**config.mk**
```make
export PLATFORM = sky130hd
export DESIGN_NAME = hcb_ram
export DESIGN_NICKNAME = d
export VERILOG_FILES = /design/src/rtl/hcb_ram.sv
export SDC_FILE = /design/constraint.sdc
export NUM_CORES = 1
export LEC_CHECK = 0
export ABC_AREA = 1
export BUFFER_PORTS_ARGS = -buffer_cell sky130_fd_sc_hd__buf_2
export CAP_MARGIN = 20
export CORE_MARGIN = 2
export CORE_UTILIZATION = 51
export CTS_CLUSTER_DIAMETER = 200
export DETAILED_ROUTE_END_ITERATION = 7
export GPL_ROUTABILITY_DRIVEN = 0
export GPL_TIMING_DRIVEN = 0
export PLACE_DENSITY = 0.8
export SYNTH_ARGS = -nofsm -noshare
export SYNTH_HDL_FRONTEND = slang
export SYNTH_SLANG_ARGS = --single-unit
```
**constraint.sdc**
```tcl
create_clock -name clk -period 3.26 [get_ports clk]
set_input_delay 0.326 -clock clk [delete_from_list [all_inputs] [get_ports clk]]
set_output_delay 0.326 -clock clk [all_outputs]
set_load 0.005 [all_outputs]
```
**src/rtl/hcb_ram.sv**
```systemverilog
`timescale 1ns / 1ps
// ----------------------------------------------------------------------------
// hcb_ram: generic simple dual port ram
// one write port, one read port with registered read data, no reset
// ----------------------------------------------------------------------------
module hcb_ram #(
    parameter int WIDTH = 8,
    parameter int DEPTH = 4
) (
    input  logic                     clk,
    input  logic                     wr_en,
    input  logic [$clog2(DEPTH)-1:0] wr_addr,
    input  logic [WIDTH-1:0]         wr_data,
    input  logic [$clog2(DEPTH)-1:0] rd_addr,
    output logic [WIDTH-1:0]         rd_data
);

    logic [WIDTH-1:0] mem [DEPTH];

    // write port
    always_ff @(posedge clk)
    begin
        if (wr_en)
        begin
            mem[wr_addr] <= wr_data;
        end
    end

    // registered read port
    always_ff @(posedge clk)
    begin
        rd_data <= mem[rd_addr];
    end

endmodule

```
=== After elaboration in Yosys (flattened, before gate mapping) ===
Memories as Yosys holds them, arrays and structs flattened. A register that Yosys moved wholly into a read port is not among the register bits.
Cells that the tools add are included.

* Multiplexer cells: 2

{| class="wikitable"
|+ Operators with widths
! kind !! number
|-
| $mux W1 || 2
|}

* Bits of input ports: 14
* Register bits after elaboration: 0
* Memory bits (writable): 32
* Word-level logic and storage cells: 3
* Memories: 1

{| class="wikitable"
|+ Memories
! name !! words !! width !! read ports !! clocked after Yosys merged registers in !! wr ports !! line !! text
|-
| mem || 4 || 8 || 1 || 1 || 1 || 18 || <nowiki>logic [WIDTH-1:0] mem [DEPTH];</nowiki>
|}

=== Longest topological paths before layout ===
Gate-level depths: netlist of the first run.

* Word-level depth: 2
* Gate-level depth with buffers: 6
* Depth with buffers taken out: 4

=== Worst setup path before layout of the first run ===
OpenSTA, ideal clock, no wires.

* Path type: in2reg
* Start: input port wr_addr[0]
* End: memory mem[3][0] (enable)
* Arrival: 1.006 ns
* Data required time: 2.877 ns
* Stages on the path: 2
* Setup slack: 1.871 ns
* Setup time: 0.383 ns
* Path buffers: 0
* Cell sequence: inv_1 -> nor3_1

{| class="wikitable"
|+ RTL lines
! item !! line !! text
|-
| from (decl) || 12 || <nowiki>input logic [$clog2(DEPTH)-1:0] wr_addr,</nowiki>
|-
| to (decl) || 18 ||
|}

Straight into the memory's write port.

=== Final worst setup path of the first run ===
* Start: input port wr_addr[0]
* End: memory mem[0][1] (enable)

Straight into the memory's write port.

==> impl_results.md, run 1 <==
- Post-synthesis adder-cell area fraction: 0%
- Post-Synth Simple-Gate Area: about 16%
- Post CTS Setup Buffer Count: 0
- Part of the cycle the worst path needs: 40.7%
- Starting Density: 54.7%
- H-tree depth: 2
- CP peak stage delay: about 650 ps
- DRC: 0
- Final Slew Violations: 0
- Detailed Routing Iterations Pass 1: 4
- WP data arrival: ~1400 ps
- CTS Hold Bufs: 0
- Post-synthesis instance area: 0.00155 mm²
- Top cells by area, synth: edfxtp_1 (62%), dfxtp_1 (10%), nand2_1 (9.7%)
- Cells after DPL: 195
- Num CTS Buffers: 5
- Filler instances: 218
- Port buffer count: 19
- CTS tree: yes
- CP Cell Sequence: buf_2, nor3_1, buf_2
- Syn_nets: 155
- CP max FO: 5
- Die W: 59.1 µm
- Largest net degree at the start of global routing: 14
- P_leak: approximately 0.85 nW
- Seq/Total Area, Yosys: 72.4%
- Compound-Gate Fraction of Synth Area: 0%
- Core Area: 0.00283 mm²
- Cell variety after synth: 10
- First-pass GRT wire length: 4180 µm
- Slew HR: 47.3%
- Dpl hpwl: ~1800 µm
- Crit path launch type: input pin
- Synthesis-to-layout area growth: 14.1%
- Xor/xnor share of the synthesized area: 0%
- Final ANT Viol Nets: 0
- Slowest CP cell: nor3_1
- Status: completed
- Layout cells sized above 1: 20.9%
- Slew @ Worst Pin: 784 ps
- Top cell by count, worst path: buf_2
- Via density: 4.84
- Top-Level Pins: 22
- Number of global-route vias before repair: 895
- RSZ-0062 raised after global routing: no
- Setup TNS: 0 ps
- Global route overflow: 0
- Largest area contributor in the netlist: edfxtp_1
- Fin nets: roughly 190
- Mean Syn Cell Area: 11.0 µm²
- # Max-Cap Violations: 0
- CP delay by family, top: simple AND/OR/NAND/NOR gates
- Worst Path Buf+Inv: 2
- PostCTS Resize Cnt: 0
- Mux contribution to synthesized area: 0%
- Final setup viols: 0
- Number of antenna diodes: 0
- F_max: 755 MHz
- YS warnings: 0
- Aggregate global-route resource usage: between 10% and 20%
- FF+latch count, synth: 40
- Number of placement rows: 19
- Initial antenna violation count: 0
- Synth Instances: 141
- Largest family of logic cells by synthesized area: simple AND/OR/NAND/NOR gates
- Non-Filler Instances: approximately 200
- CTS root buffer: clkbuf_4
- WS Path Type: in2reg
- Clock Latency Late Sink: 360 ps
- CP endpoint kind: flop
- Final hold vios: 0
- Initial drt markers: between 40 and 50
- Most common cell after layout, fill and taps aside: nand2_1
- Pwr/cell area: between 500 and 600 mW/mm²
- Most frequent cells in the layout: nand2_1 (40), inv_1 (36), edfxtp_1 (32), buf_2 (21), nand3_1 (16)
- Buffers from clock root to sink, at most: 2
- Die ar.: 0.00349 mm²
- Worst hold path class: in2reg
- Max VDD drop: 266 µV
- Tmin final: between 1000 and 1500 ps
- Top cell type's share of synthesized area: 62.1%
- WL final: 2660 µm
- DIE HEIGHT: slightly below 60 µm
- Wire per inst: 13.1 µm
- Skew final: 19.6 ps
- Data required, critical path: approximately 3300 ps
- DR vias: between 900 and 1000
- Clk slew on worst S/H paths: ~120 ps
- TritonCTS Sinks: 40
==> registers in the layout (all words and copies together), names as in the netlist <==
signal,cells
rd_data,8
mem,32
==> through the flow <==
stage	area (µm²)	utilization [%]	hold slack (ps)	setup WS, ps	power (W)
floorplan	1550	-	425	1870	0.000639
finish	1770	62.4	180	1930	0.000909
CTS	1770	62.4	153	1940	0.000916
global route	1770	62.4	149	1900	0.000948
detailed placement	1710	60.4	524	1550	0.000674
global placement	1680	59.4	511	1380	0.000666
==> per-layer routing <==
metal	up-vias	wire (µm)	GRT usage, %
li1	494	-	-
met1	438	1020	20.1
met2	42	1350	28.9
met3	8	197	6.77
met4	0	86	8.77
met5	-	0	0
==> worst reg2reg max path: stages (launching register included) <==
cell and delay, ps:
edfxtp_1 410, inv_1 70, nand2_1 50, nand3_1 80, nand2_1 50
==> cell usage after synthesis <==
cell	count
inv_1	36
dfxtp_1	8
buf_6	2
edfxtp_1	32
nand2_1	40
buf_2	1
nand3_1	16
nor3_1	4
inv_4	1
buf_4	1
==> area by class of cell <==
cell class              instances  area (µm²)  area share [%]
plain buffers                   4        35.0            1.98
clock buffers                   5        37.5            2.13
clock inverters                 3        18.8            1.06
inverters                      37         141            8.01
multi-input cells              60         250            14.2
flip-flops and latches         40        1120            63.5
well taps                      31        38.8            2.20
repair buffers                 23         123            6.95
==> final timing paths <==
kind | cells past startpoint | slack, ps | endpoint | from
setup / recovery | 3 | 1930 | mem[0][1]$_DFFE_PP_ | wr_addr[0]
hold reg to reg | 4 | 540 | rd_data[1]$_DFF_P_ | mem[0][1]$_DFFE_PP_
hold / removal | 1 | 180 | mem[0][6]$_DFFE_PP_ | wr_data[6]
setup reg to reg | 4 | 2520 | rd_data[3]$_DFF_P_ | mem[1][3]$_DFFE_PP_
==> logic make-up (layout without fill, tap and decap cells) <==
group | Yosys count | in the layout
flops | 40 | 40
simple gates | 60 | 60
buf+inv | 41 | 72
==> power breakdown <==
part / leakage [nW] / switching (W) / internal, W
Sequential: 0.361 / 0.00000683 / 0.000581
Clock: 0.0349 / 0.000165 / 0.0000828
Combinational: 0.453 / 0.0000445 / 0.0000297
No activity file was read; power rests on OpenSTA's default activity.
==> run 2, diff against run 1 <==
Settings changed: ABC_AREA 1 to 0, PLACE_DENSITY 0.8 to 0.81.
Clock period 3.26 ns to 1.27 ns, I/O delays scaled along.
==> run 2 against run 1 <==
Compared with the run above:
- first-iteration DRC count down 73%
- critical path depth did not move
- sequential share of layout area increased by 5.7 points
- hold slack improved by 11 ps
- die area fell by 12%
- final cell count shrank 41%
- sequential cell count unchanged
- final area fell by 8.2%
- clock-buffer cell count unchanged
- via count fell by 36%
- power up 150%
- area after synthesis down 13%
- largest power group unchanged
==> impl_results.md, run 2 <==
- Slew @ Worst Pin: 850 ps
- Post-synthesis instance area: ~0.0013 mm²
- Die W: approximately 55 µm
- Crit path launch type: input pin
- Hold Startpoint: rd_addr[0]
- CTS tree: yes
- Final hold vios: 0
- H-tree depth: 2
- Clock Latency Late Sink: roughly 330 ps
- CTS root buffer: clkbuf_4
- Synthesis-to-layout area growth: 20.1%
- Post-synth top cells: edfxtp_1 (32), dfxtp_1 (8), mux4_2 (8), and3b_1 (2)
- Post-synthesis async set-or-reset flop share: 0%
- Aggregate global-route resource usage: 14.2%
- Final Slew Violations: 0
- Worst Setup SP: wr_addr[0]
- RSZ-0062 raised after global routing: no
- Filler instances: about 170
- Worst Path Buf+Inv: 2
- Num CTS Buffers: 5
- Syn_nets: 68
- Number of placement rows: 18
- Via density: approximately 5.3
- CP max FO: 5
- Reg area: 0.00112 mm²
- Worst r2r src: mem[3][3]$_DFFE_PP_
- Starting Density: 54.0%
- FF+latch count, synth: 40
- Setup TNS: 0 ps
- Largest Register: mem
- Fin nets: just over 100
- Top cell type's share of synthesized area: 71.2%
- R2r worst-path depth: 1
- Status: completed
- Layout cells sized above 1: 41.1%
- # Max-Cap Violations: 0
- R2R Path End: rd_data[3]$_DFF_P_
- Max VDD drop: 917 µV
- DIE HEIGHT: 55.4 µm
- Cell variety after synth: 8
- Post CTS Setup Buffer Count: 0
- YS warnings: 0
- DRC: 0
- Top cells by area, synth: edfxtp_1 (71%), mux4_2 (13%), dfxtp_1 (12%)
- Seq/Total Area, Yosys: between 80% and 90%
- Core Area: between 0.002 and 0.0025 mm²
- Buffers from clock root to sink, at most: 2
- Routed met1 length: 753 µm
- R2r setup slk: 290 ps
- Pre-CTS setup slack: -262 ps
- Data required, critical path: 1330 ps
- TritonCTS Sinks: 40
- Port buffer count: 19
- Final setup viols: 0
- WS Path Type: in2reg
- P_leak: slightly below 0.6 nW
- Post-route setup slack: slightly above 100 ps
- F_max: ~860 MHz
- Largest register FFs: 32
- WL final: 1890 µm
- Largest area contributor in the netlist: edfxtp_1
- CP peak stage delay: 700 ps
- Mean Syn Cell Area: 25.0 µm²
- Detailed Routing Iterations Pass 1: 4
- Part of the cycle the worst path needs: 91.9%
- Die ar.: 0.00307 mm²
- Top Layer Used: met4
- Clk slew on worst S/H paths: 100 ps
- Tmin final: 1170 ps
- Top Registers: mem (32), rd_data (8)
- Most frequent cells in the layout: edfxtp_1 (32), buf_2 (19), mux4_2 (8), dlygate4sd3_1 (8), dfxtp_1 (8)
- Most common cell after layout, fill and taps aside: edfxtp_1
- Synth Instances: 54
- CP endpoint kind: flop
- Wire per inst: between 15 and 20 µm
- Top-Level Pins: 22
- Final ANT Viol Nets: 0
- Multi-input logic area: 211 µm²
- Initial antenna violation count: 0
- WL met3: roughly 100 µm
- Worst hold margin: 190 ps
- Number of global-route vias before repair: 662
- Worst hold path class: in2reg
- Crit. path cell count: 3
- Skew final: 2.61 ps
- PostCTS Resize Cnt: 0
- Power Total: about 0.0022 W
- DR vias: 630
- Setup crit end: mem[0][0]$_DFFE_PP_
- Largest net degree at the start of global routing: 13
- First-pass GRT wire length: 3000 µm
- WP data arrival: 1220 ps
- Global route overflow: 0
- Slowest CP cell: nor3b_1
- CP Cell Sequence: buf_2, nor3b_1, buf_4
- Number of synthesized flops with an enable pin: 32
- Number of antenna diodes: 0
- Dominant synthesized flop cell: edfxtp_1
- Slew HR: between 40% and 50%
- Most common cell in the synthesized netlist: edfxtp_1
- CP delay by family, top: simple AND/OR/NAND/NOR gates
- Met2 WL: 1000 µm
- Pwr/cell area: 1380 mW/mm²
- Initial drt markers: 13
[run 2: layout make-up]
cell class	instances	area share, %
Multi-Input combinational cell	12	13.1
Clock buffer	5	2.32
Tap cell	30	2.32
Buffer	2	1.00
Clock inverter	3	0.849
Timing Repair Buffer	28	11.3
Sequential cell	40	69.2
[run 2: how the worst min path moves through the flow]
stage | to | cells past startpoint | slack, ps
4_1_cts | rd_data[5]$_DFF_P_ | 2 | 180
2_1_floorplan | mem[0][0]$_DFFE_PP_ | 0 | 230
3_5_place_dp | mem[3][6]$_DFFE_PP_ | 1 | 340
3_3_place_gp | mem[0][2]$_DFFE_PP_ | 1 | 340
5_1_grt | rd_data[2]$_DFF_P_ | 2 | 190
6_report | rd_data[7]$_DFF_P_ | 2 | 190
[run 2: power breakdown]
group          switching, W  internal [W]
logic             0.0000661     0.0000902
registers         0.0000156       0.00149
clock network      0.000370      0.000203
total              0.000451       0.00179
[run 2: metal layers]
metal,vias up,global-route usage (%)
met5,-,0
met4,0,7.32
met3,4,6.32
met2,19,23.6
met1,315,15.1
li1,292,-
[run 2: kinds of logic after synthesis]
family	Yosys count	share of synthesized area, %
buffers and inverters	2	1.21
DFF	40	83.1
muxes	8	13.4
and+or+nand+nor	4	2.32
[run 2: metrics by stage]
stage	instances	cell area, µm²	utilization, %
floorplan	54	1350	-
global placement	103	1480	59.3
detailed placement	104	1490	59.6
CTS	120	1620	64.8
global route	120	1620	64.8
finish	120	1620	64.8
[run 2: what timing repair did]
action | CTS | global route
endpoints found under the hold margin | 31 | 0
hold buffers | 8 | 0
setup endpoints to repair | 0 | 0
